`src/hw/rtl/qmop_pkg.sv`:
```
// Shared types, constants and helpers for the quadratic map orbit plotter.
// No dependencies.
package qmop_pkg;

  localparam int unsigned FrameWidthDef  = 256;
  localparam int unsigned FrameHeightDef = 256;
  localparam logic [31:0] EscapeLimitDef = 32'd1073741824;

  localparam logic signed [31:0] CoefAReset      = -32'sd18454938;
  localparam logic signed [31:0] CoefBReset      = 32'sd28856812;
  localparam logic [7:0]         SettleReset     = 8'd48;
  localparam logic [6:0]         DrawReset       = 7'd20;
  localparam logic signed [31:0] ViewLeftReset   = -32'sd29360128;
  localparam logic signed [31:0] ViewBottomReset = -32'sd29360128;
  localparam logic [30:0]        ScaleReset      = 31'd1227133513;
  localparam logic [6:0]         MaxDraw         = 7'd64;

  typedef enum logic [2:0] {
    REG_COEF_A      = 3'd0,
    REG_COEF_B      = 3'd1,
    REG_SETTLE      = 3'd2,
    REG_DRAW        = 3'd3,
    REG_VIEW_LEFT   = 3'd4,
    REG_VIEW_BOTTOM = 3'd5,
    REG_X_SCALE     = 3'd6,
    REG_Y_SCALE     = 3'd7
  } reg_idx_t;

  typedef enum logic [2:0] {
    ST_IDLE, ST_MUL, ST_SUM, ST_PLOT, ST_EMIT
  } state_t;

  // Datapath operation selected by the controller for its current state.
  typedef enum logic [2:0] {
    OP_NONE, OP_LOAD, OP_MUL, OP_SUM, OP_PLOT
  } op_t;

  typedef struct packed {
    op_t op;
  } dp_cmd_t;

  typedef struct packed {
    logic escape;
  } dp_status_t;

  function automatic logic signed [31:0] sat32(input logic signed [33:0] v);
    if (v > 34'sd2147483647) return 32'sh7fffffff;
    if (v < -34'sd2147483648) return 32'sh80000000;
    return v[31:0];
  endfunction

  // Q8.24 product, floor shift by 24, saturated.
  function automatic logic signed [31:0] qmul_sat(input logic signed [63:0] p);
    logic signed [39:0] q;
    q = p[63:24];
    if (q > 40'sd2147483647) return 32'sh7fffffff;
    if (q < -40'sd2147483648) return 32'sh80000000;
    return q[31:0];
  endfunction

endpackage

```
`src/hw/rtl/qmop_ctrl.sv`:
```
// Controller state machine: sequences settle and draw iterations, emits items.
// Depends on qmop_pkg.
module qmop_ctrl (
  input  logic                   clk,
  input  logic                   rst,
  input  logic                   in_valid,
  output logic                   in_ready,
  output logic                   out_valid,
  input  logic                   out_ready,
  output logic                   out_escaped,
  output logic                   out_last,
  input  logic [7:0]             settle_count,
  input  logic [6:0]             draw_count,
  output qmop_pkg::dp_cmd_t      cmd,
  input  qmop_pkg::dp_status_t   status
);
  import qmop_pkg::*;

  state_t     state, state_next;
  logic       drawing;
  logic [7:0] step;
  logic [6:0] draws;
  logic       esc_flag;
  logic       last_flag;

  always_comb begin
    if (draw_count == 7'd0) draws = 7'd1;
    else if (draw_count > MaxDraw) draws = MaxDraw;
    else draws = draw_count;
  end

  always_comb begin
    state_next = state;
    unique case (state)
      ST_IDLE: if (in_valid) state_next = (settle_count == 8'd0) ? ST_MUL : ST_MUL;
      ST_MUL:  state_next = ST_SUM;
      ST_SUM: begin
        if (status.escape) state_next = ST_EMIT;
        else if (drawing) state_next = ST_PLOT;
        else if (step + 8'd1 == settle_count) state_next = ST_MUL;
        else state_next = ST_MUL;
      end
      ST_PLOT: state_next = ST_EMIT;
      ST_EMIT: if (out_ready) state_next = (esc_flag || last_flag) ? ST_IDLE : ST_MUL;
      default: state_next = ST_IDLE;
    endcase
  end

  always_comb begin
    in_ready  = (state == ST_IDLE);
    out_valid = (state == ST_EMIT);
    out_escaped = esc_flag;
    out_last    = esc_flag || last_flag;
    unique case (state)
      ST_IDLE: cmd.op = in_valid ? OP_LOAD : OP_NONE;
      ST_MUL:  cmd.op = OP_MUL;
      ST_SUM:  cmd.op = OP_SUM;
      ST_PLOT: cmd.op = OP_PLOT;
      default: cmd.op = OP_NONE;
    endcase
  end

  always_ff @(posedge clk) begin
    if (rst) begin
      state <= ST_IDLE;
      drawing <= 1'b0;
      step <= 8'd0;
      esc_flag <= 1'b0;
      last_flag <= 1'b0;
    end else begin
      state <= state_next;
      if (state == ST_IDLE && in_valid) begin
        drawing   <= (settle_count == 8'd0);
        step      <= 8'd0;
        esc_flag  <= 1'b0;
        last_flag <= 1'b0;
      end else if (state == ST_SUM) begin
        if (status.escape) esc_flag <= 1'b1;
        else if (drawing) begin
          last_flag <= (step + 8'd1 == {1'b0, draws});
          step <= step + 8'd1;
        end else if (step + 8'd1 == settle_count) begin
          drawing <= 1'b1;
          step <= 8'd0;
        end else step <= step + 8'd1;
      end
    end
  end
endmodule

```
`config.mk`:
```
export PLATFORM = sky130hd
export DESIGN_NAME = qmop_ctrl
export DESIGN_NICKNAME = d
export VERILOG_FILES = /design/src/hw/rtl/qmop_pkg.sv /design/src/hw/rtl/qmop_ctrl.sv
export SDC_FILE = /design/constraint.sdc
export NUM_CORES = 1
export LEC_CHECK = 0
export ABC_AREA = 1
export BUFFER_PORTS_ARGS = -buffer_cell sky130_fd_sc_hd__clkbuf_2
export CAP_MARGIN = 10
export CORE_MARGIN = 2
export CORE_UTILIZATION = 51
export CTS_BUF_LIST = sky130_fd_sc_hd__clkbuf_8
export DETAILED_ROUTE_END_ITERATION = 10
export GPL_TIMING_DRIVEN = 0
export HOLD_SLACK_MARGIN = 0.06
export PLACE_DENSITY = 0.76
export SLEW_MARGIN = 15
export SYNTH_ARGS = -nofsm -noshare
export SYNTH_HDL_FRONTEND = slang
export SYNTH_SLANG_ARGS = --single-unit
export TNS_END_PERCENT = 5
```
`constraint.sdc`:
```
create_clock -name clk -period 2.9 [get_ports clk]
set_clock_uncertainty 0.1 [all_clocks]
set_input_delay 0.29 -clock clk [delete_from_list [all_inputs] [get_ports clk]]
set_output_delay 0.29 -clock clk [all_outputs]
set_load 0.05 [all_outputs]
```
==> results of run 1 <==
Yosys cell counts (2+ instances only):
cell type | count | area share (%)
xnor2_1 | 2 | 1.5
nor3_1 | 3 | 1.3
xor2_1 | 4 | 3.0
nor2_2 | 3 | 1.6
inv_2 | 2 | 0.64
dfxtp_1 | 14 | 24
nand4_1 | 4 | 2.1
a21oi_1 | 12 | 5.1
nand2_1 | 55 | 18
nor2_4 | 3 | 2.9
buf_2 | 2 | 0.85
inv_1 | 28 | 8.9
nor4_1 | 2 | 1.1
nand2_2 | 6 | 3.2
nor2_1 | 15 | 4.8
nand3_1 | 28 | 12
logic make-up (layout without fill, tap and decap cells):
logic type	count (synthesis)	after routing	share of synthesized area, %
AOI/OAI and AO/OA	17	17	8.49
and+or+nand+nor	123	123	50.1
buffers and inverters	33	63	10.7
xor gates and xnor gates	7	7	5.84
adders and majority gates	1	1	1.06
DFF	14	14	23.8
registers in the layout (all words and copies together), names as in the netlist:
register / count
last_flag: 1
out_escaped: 1
drawing: 1
step: 8
state: 3
worst max path at each step:
stage | start | end | slack [ns] | cells after the start
after floorplan | state[2] | cmd[0] | 0.74 | 5
after global routing | step[1] | step[0] | 0.79 | 12
after global placement | step[1] | step[0] | 1.03 | 11
after detailed placement | step[1] | step[0] | 0.96 | 12
after CTS | step[1] | step[0] | 0.95 | 12
final | step[1] | step[0] | 0.95 | 12
power breakdown:
group / switching [W] / internal (W)
clock: 0.0000716 / 0.000120
sequential: 0.00000562 / 0.000200
combinational: 0.000112 / 0.0000447
total: 0.000189 / 0.000365
cells in the final DEF (no fill, tap or decap):
cell type and instances:
nand2_2 6, nor4_1 2, ha_1 1, nor2_4 3
nand3b_1 1, or2_2 1, dfxtp_1 14, nand3_2 1
o31ai_1 1, a32oi_1 1, xnor2_1 2, clkbuf_8 4
a21oi_1 12, a31oi_1 1, inv_2 2, buf_2 2
nor2_2 3, xnor2_2 1, clkbuf_2 26, nor2_1 15
nand4_1 4, clkinv_1 1, inv_1 28, nor3_1 3
nand3_1 28, nand2_1 55, nand4_4 1, xor2_1 4
o21ba_2 1, o211ai_1 1
per-layer routing:
metal  track usage [%]  wire, µm  share of wire, %  vias to the layer above
li1                  -         -                 -                      699
met4              6.14        55               1.9                        0
met2              40.5      1420                48                       38
met5                 0         0                 0                        -
met1              31.7      1360                46                      620
met3              4.31       125               4.2                        5
cell type report:
class	count	area share, %
multi-input cells	148	55.2
repair buffers	26	9.30
clock buffers	4	3.94
flip-flops and latches	14	20.0
inverters	31	8.32
well taps	28	2.50
plain buffers	2	0.716
per-stage QoR:
step	setup WS (ns)	power [W]	utilization (%)	hold WS [ns]	area, µm²
after floorplan	0.743	0.000320	-	0.259	1180
after global placement	1.03	0.000360	61.3	0.355	1340
after global routing	0.792	0.000579	63.8	0.165	1400
after detailed placement	0.965	0.000364	61.3	0.353	1340
after CTS	0.948	0.000556	63.8	0.149	1400
final	0.950	0.000554	63.8	0.153	1400
==> impl_metrics.ini, run 1 <==
[global_routing]
overflow = 0
grt_util_all_layers_pct = 24.2
antenna_found_initial = 0
grt_pass1_vias = 1155
grt_max_degree = 11
grt_pass1_wl_um = 4930

[placement]
io_buffers = 26
gp_congestion = 0.884
placed_cells = 249
dp_hpwl_um = 2400

[worst_hold_path]
hold_path_class = in2reg
hold_end = state[1]
hold_depth = 2
worstHoldStart = rst

[detailed_routing]
dr.pass1.iters = 4
viasPerCell = 5.38
finalWirelength_um = 2960
final_antenna_net_count = 0
drt_iter0_markers = 61
post_drt_wl_per_cell_um = 11.7
vias = 1362
drcViolationCount = 0

[cells_and_area]
multi_input_area_um2 = 772
nFillCells = 232
synthToLayoutAreaGrowth_pct = 18.7
n_antenna_cell = 0
finalNonFillerCells = 253
nNetsFinal = 247
drive_above_1_share_pct = 22.7
seq_area_um2 = 280

[yosys]
syn_nets = 216
synth_area_um2 = 1180
yosysSeqAreaShare_pct = 23.8
synthArstFlopShare_pct = 0
syn_avg_cell_area_um2 = 6.04
yosys_register_bits = 14
synth-edff-count = 0
synthDistinctLibCells = 28
ys_warn_count = 0
synth_ff_type = dfxtp_1
synthCells = 195

[setup_path]
crit_chain = ha_1 -> nand2_2 -> nor2_2 -> nand3_1 -> nand3_1 -> nand2_1 -> nor2_4 -> nand4_4 -> nand2_1 -> nand2_1 -> nand2_1 -> inv_1
crit_path_end_kind = register
regToRegEndpoint = step[0]
cp_slowest_cell = dfxtp_1
critPathMaxStageDelay_ns = 0.39
worst_path_most_repeated_cell = nand2_1
crit_type = reg2reg
cp_num_buf_inv = 1
cp.arrival_ns = 2.00
reg2reg_slack_ns = 0.95
rr_startpoint = step[1]
startpoint_type = register
path_max_fanout = 8
crit_family = simple AND/OR/NAND/NOR gates
r2r_cells = 12
critPathRequiredTime_ns = 2.95

[floorplanning]
row_count = 17
io_pins = 27
dieHeight_um = 52.1
start_util_pct = 53.8
core_um2 = 2190
die_width_um = 52.1
dieArea_um2 = 2710

[cts]
cts.sinks = 14
insertion_delay_ns = 0.25
h-tree-depth = 1
clk_pin_slew_worst_paths_ns = 0.06
ctsHoldBuffers = 0
cts_tree = yes
post_cts_buffers = 0
clock_tree.buffer_depth = 2
post_cts_resized = 0
cts-buffers-inserted = 3
cts_root_buf = clkbuf_8

[sta]
clock.fmax_mhz = 513
timing.final.setup_violations = 0
period_needed_ns = 1.95
maxSlewHeadroom_pct = 67.5
hold_violations = 0
setup_tns_ns = 0
drv_slew = 0
grt_setup_unrepaired = no
tightest_slew_ns = 0.482
period_share_pct = 67.2

[pwr]
powerDensity_nw_per_um2 = 396
vdd_drop_max_mv = 0.413
cellLeakagePower_nw = 0.707

[run_status]
status = finished clean

[run]
drv_cap = 0
(Power assumes the default switching activity.)
==> run 2, diff against run 1 <==
--- a/config.mk
+++ b/config.mk
@@ -9,12 +9,12 @@
 export BUFFER_PORTS_ARGS = -buffer_cell sky130_fd_sc_hd__clkbuf_2
 export CAP_MARGIN = 10
 export CORE_MARGIN = 2
-export CORE_UTILIZATION = 51
+export CORE_UTILIZATION = 50
 export CTS_BUF_LIST = sky130_fd_sc_hd__clkbuf_8
 export DETAILED_ROUTE_END_ITERATION = 10
 export GPL_TIMING_DRIVEN = 0
 export HOLD_SLACK_MARGIN = 0.06
-export PLACE_DENSITY = 0.76
+export PLACE_DENSITY = 0.78
 export SLEW_MARGIN = 15
 export SYNTH_ARGS = -nofsm -noshare
 export SYNTH_HDL_FRONTEND = slang
==> constraint.sdc (replaced) <==
create_clock -name clk -period 1.6 [get_ports clk]
set_clock_uncertainty 0.1 [all_clocks]
set_input_delay 0.16 -clock clk [delete_from_list [all_inputs] [get_ports clk]]
set_output_delay 0.16 -clock clk [all_outputs]
set_load 0.05 [all_outputs]
==> run 2 against run 1 <==
Net effect: the flow now finishes with violations (negative setup slack); fmax is 11% higher; power is 94% higher; global-route usage is 5.9 points higher; sequential share of layout area is 2.1 points lower; flip-flop and latch count stayed put; setup slack worse by 1.1 ns; combinational power is 120% higher; final area is 18% higher; cell count is 4.3% higher; die area is 1.8% higher; critical path depth is 2 lower; critical path type unchanged.
==> impl_metrics.ini, run 2 (synthesis gave the netlist of run 1 again) <==
[placement]
place_ws_ns = -0.340
placed_cells = 249
io_buffers = 26
gp_congestion = 0.886
dp_hpwl_um = 2350

[sta]
maxSlewHeadroom_pct = 63.8
drv_slew = 0
grt_setup_unrepaired = yes
period_share_pct = 110
hold_violations = 0
worst_slack_ns = -0.158
fin_hold_ws_ns = 0.176
clock.fmax_mhz = 569
tightest_slew_ns = 0.538
period_needed_ns = 1.76
timing.final.setup_violations = 11

[detailed_routing]
drt_iter0_markers = 64
drcViolationCount = 0
viasPerCell = 5.68
final_antenna_net_count = 0
vias = 1500
finalWirelength_um = 3820
dr.pass1.iters = 6
post_drt_wl_per_cell_um = 14.5

[pwr]
finalPower_w = 0.00108
cellLeakagePower_nw = 0.800
powerDensity_nw_per_um2 = 654
vdd_drop_max_mv = 0.534

[run_status]
violations = negative setup slack
status = finished with violations

[cells_and_area]
reg_top3 = step (8), state (3)
synthToLayoutAreaGrowth_pct = 39.5
n_antenna_cell = 0
layout_common_cells = nand2_1, inv_1, clkbuf_2
nNetsFinal = 258
largest_register_ffs = 8
finalNonFillerCells = 264
max_flop_register = step
drive_above_1_share_pct = 37.3
layout_commonest_cell = nand2_1

[floorplanning]
core_um2 = 2210
row_count = 17
die_width_um = 52.6
dieHeight_um = 52.6
io_pins = 27
start_util_pct = 53.3
dieArea_um2 = 2760

[setup_path]
r2r_cells = 10
rr_startpoint = step[1]
reg2reg_slack_ns = -0.16
cp.arrival_ns = 1.78
startpoint_type = register
critPathMaxStageDelay_ns = 0.38
critPathRequiredTime_ns = 1.62
crit_end = step[4]
path_max_fanout = 8
crit_chain = ha_4 -> nand2_4 -> nor2_4 -> nand3_2 -> nand3_2 -> nand2_2 -> nor2_4 -> nand4_4 -> nand3_1 -> a21oi_1
crit_type = reg2reg
cp_slowest_cell = dfxtp_4
regToRegEndpoint = step[4]
crit_path_end_kind = register
crit_path_start = step[1]

[cts]
insertion_delay_ns = 0.25
cts_tree = yes
cts-buffers-inserted = 3
clk_pin_slew_worst_paths_ns = 0.07
cts_root_buf = clkbuf_8
cts.sinks = 14
clock_tree.buffer_depth = 2
h-tree-depth = 1

[global_routing]
grt_max_degree = 11
grt_pass1_wl_um = 6090
antenna_found_initial = 0
grt_util_all_layers_pct = 30.0
overflow = 0
grt_pass1_vias = 1389

[worst_hold_path]
worstHoldStart = in_valid
hold_path_class = in2reg

[run]
drv_cap = 0
## run 2: repair_timing
item                       CTS  global route
hold buffers                 1             0
setup endpoints to repair   11            14
buffers inserted            10             0
resized for setup           28            15
hold endpoints to repair     1             0
pin swaps                   11             7
## run 2: worst min path at each step
stage,to,depth (start not counted)
2_1_floorplan,state[1],1
3_3_place_gp,state[1],2
3_5_place_dp,state[1],2
4_1_cts,drawing,3
5_1_grt,drawing,3
6_report,drawing,3
## run 2: worst max-delay path, delay by kind of cell (launching register included)
kind / cells / cell delay [ns]
AO/OA/AOI/OAI: 1 / 0.07
adder cells (fa/ha/maj): 1 / 0.18
flip-flops: 1 / 0.38
AND/OR/NAND/NOR: 8 / 0.90
## run 2: per-layer routing
metal | vias up | track usage (%) | wire length [µm]
li1 | 716 | - | -
met2 | 74 | 53.5 | 1940
met4 | 0 | 14.1 | 168
met3 | 19 | 4.00 | 258
met1 | 691 | 34.9 | 1450
met5 | - | 0 | 0
## run 2: stage by stage
step,TNS [ns],instance area (µm²),util (%)
after floorplan,-0.343,1190,-
after global placement,-2.28,1350,61.1
after detailed placement,-3.00,1350,61.1
after CTS,-0.753,1600,72.3
after global routing,-2.48,1640,74.3
final,-1.34,1640,74.3
## run 2: report_power, final
group	leakage, nW	switching (W)	internal (W)
clock	0.0288	0.000146	0.000218
sequential	0.117	0.0000121	0.000358
combinational	0.654	0.000229	0.000112
## run 2: final cells by class
| class | count | area, µm² |
|---|---|---|
| multi-input cells | 148 | 883 |
| fillers | 162 | 568 |
| flip-flops and latches | 14 | 295 |
| repair buffers | 37 | 240 |
| inverters | 31 | 116 |
| clock buffers | 4 | 55.1 |
| well taps | 28 | 35.0 |
| plain buffers | 2 | 18.8 |
==> run 3, diff against run 2 <==
--- a/config.mk
+++ b/config.mk
@@ -15,8 +15,7 @@
 export GPL_TIMING_DRIVEN = 0
 export HOLD_SLACK_MARGIN = 0.06
 export PLACE_DENSITY = 0.78
-export SLEW_MARGIN = 15
+export SLEW_MARGIN = 5
 export SYNTH_ARGS = -nofsm -noshare
 export SYNTH_HDL_FRONTEND = slang
 export SYNTH_SLANG_ARGS = --single-unit
-export TNS_END_PERCENT = 5
==> run 3 against run 2 <==
Net effect: the flow still finishes with violations (negative setup slack); routed wire length decreased by 2.9%; sequential power decreased by 1%; highest routed layer unchanged; clock power increased by 1%.
==> impl_metrics.ini, run 3 (synthesis gave the netlist of run 1 again) <==
[pwr]
powerDensity_nw_per_um2 = 652
vdd_drop_max_mv = 0.596
cellLeakagePower_nw = 0.806

[worst_hold_path]
hold_path_class = in2reg

[setup_path]
cp_num_buf_inv = 3
startpoint_type = register
critPathMaxStageDelay_ns = 0.37
cp.arrival_ns = 1.83
crit_type = reg2reg
critPathRequiredTime_ns = 1.65
path_max_fanout = 8
crit_family = simple AND/OR/NAND/NOR gates
cp_slowest_cell = dfxtp_4
worst_path_most_repeated_cell = nand2_1
crit_path_end_kind = register
crit_chain = buf_6 -> inv_2 -> nor2_4 -> nand2_2 -> nand3_2 -> nand3_2 -> nor2_4 -> nand4_4 -> nand2_1 -> nand2_1 -> nand2_1 -> inv_1

[floorplanning]
dieArea_um2 = 2760
core_um2 = 2210
row_count = 17
dieHeight_um = 52.6
start_util_pct = 53.3
die_width_um = 52.6
io_pins = 27

[cells_and_area]
nNetsFinal = 261
reg_top3 = step (8), state (3)
drive_above_1_share_pct = 37.2
max_flop_register = step
synthToLayoutAreaGrowth_pct = 38.9
largest_register_ffs = 8
layout_commonest_cell = nand2_1
layout_common_cells = nand2_1, inv_1, clkbuf_2
n_antenna_cell = 0

[placement]
dp_hpwl_um = 2440
gp_congestion = 0.931
io_buffers = 26
place_ws_ns = -0.250

[sta]
clock.fmax_mhz = 564
hold_violations = 0
fin_hold_ws_ns = 0.175
worst_slack_ns = -0.173
grt_setup_unrepaired = yes
tightest_slew_ns = 0.404
period_needed_ns = 1.77
drv_slew = 0
maxSlewHeadroom_pct = 73.0
setup_tns_ns = -1.21
period_share_pct = 111
timing.final.setup_violations = 10

[run]
drv_cap = 0

[run_status]
status = finished with violations
violations = negative setup slack

[detailed_routing]
viasPerCell = 5.58
routed-wl-met2_um = 1860
vias = 1491
dr.max_layer_used = met4
dr.pass1.iters = 4
post_drt_wl_per_cell_um = 13.9
route.met3.wl_um = 307
final_antenna_net_count = 0
drt_iter0_markers = 68
finalWirelength_um = 3710
wirelength_met1_um = 1400
drcViolationCount = 0

[cts]
clock_tree.buffer_depth = 2
cts_tree = yes
cts-buffers-inserted = 3
cts_root_buf = clkbuf_8
clk_pin_slew_worst_paths_ns = 0.07
h-tree-depth = 1
cts.sinks = 14
insertion_delay_ns = 0.25

[global_routing]
overflow = 0
grt_pass1_vias = 1263
grt_pass1_wl_um = 5340
grt_max_degree = 11
grt_util_all_layers_pct = 26.6
antenna_found_initial = 0
## run 3: path summary, 6_finish.rpt
check	start	end	slack (ns)	depth (start not counted)
hold reg to reg	last_flag	last_flag	0.37	2
setup / recovery	step[0]	step[0]	-0.17	12
hold / removal	in_valid	drawing	0.18	3
setup reg to reg	step[0]	step[0]	-0.17	12
## run 3: worst register-to-register path, cell delays in order, from the launching register on
cell and delay, ns:
dfxtp_4 0.37, buf_6 0.12, inv_2 0.06, nor2_4 0.18, nand2_2 0.10, nand3_2 0.07
nand3_2 0.10, nor2_4 0.13, nand4_4 0.18, nand2_1 0.12, nand2_1 0.05, nand2_1 0.05
inv_1 0.03
## run 3: area by class of cell
cell class | instances | area, µm²
Tap cell | 28 | 35.0
Multi-Input combinational cell | 148 | 867
Buffer | 2 | 16.3
Timing Repair Buffer | 40 | 246
Fill cell | 159 | 576
Sequential cell | 14 | 300
Clock buffer | 4 | 55.1
Inverter | 31 | 116
## run 3: routing by layer
layer  track usage, %  vias up
li1                 -      719
met5                0        -
met2             46.9       82
met4             9.40        0
met1             31.9      672
met3             4.86       18
## run 3: per-stage QoR
stage,util [%],std cells,power (W),instance area [µm²]
detailed placement,62.0,249,0.000669,1370
CTS,70.5,263,0.00102,1560
global placement,62.0,249,0.000661,1370
floorplan,-,195,0.000589,1210
finish,74.0,267,0.00107,1640
global route,74.0,267,0.00109,1640
## run 3: timing repair
action,CTS,global route
gates resized for setup,19,17
buffers inserted,9,4
pin swaps,11,9
setup endpoints to repair,11,13
hold buffers,1,0
hold endpoints to repair,2,0
## run 3: power by group
group / internal (W) / switching (W)
sequential: 0.000354 / 0.0000121
combinational: 0.000110 / 0.000222
clock: 0.000218 / 0.000150
total: 0.000683 / 0.000384
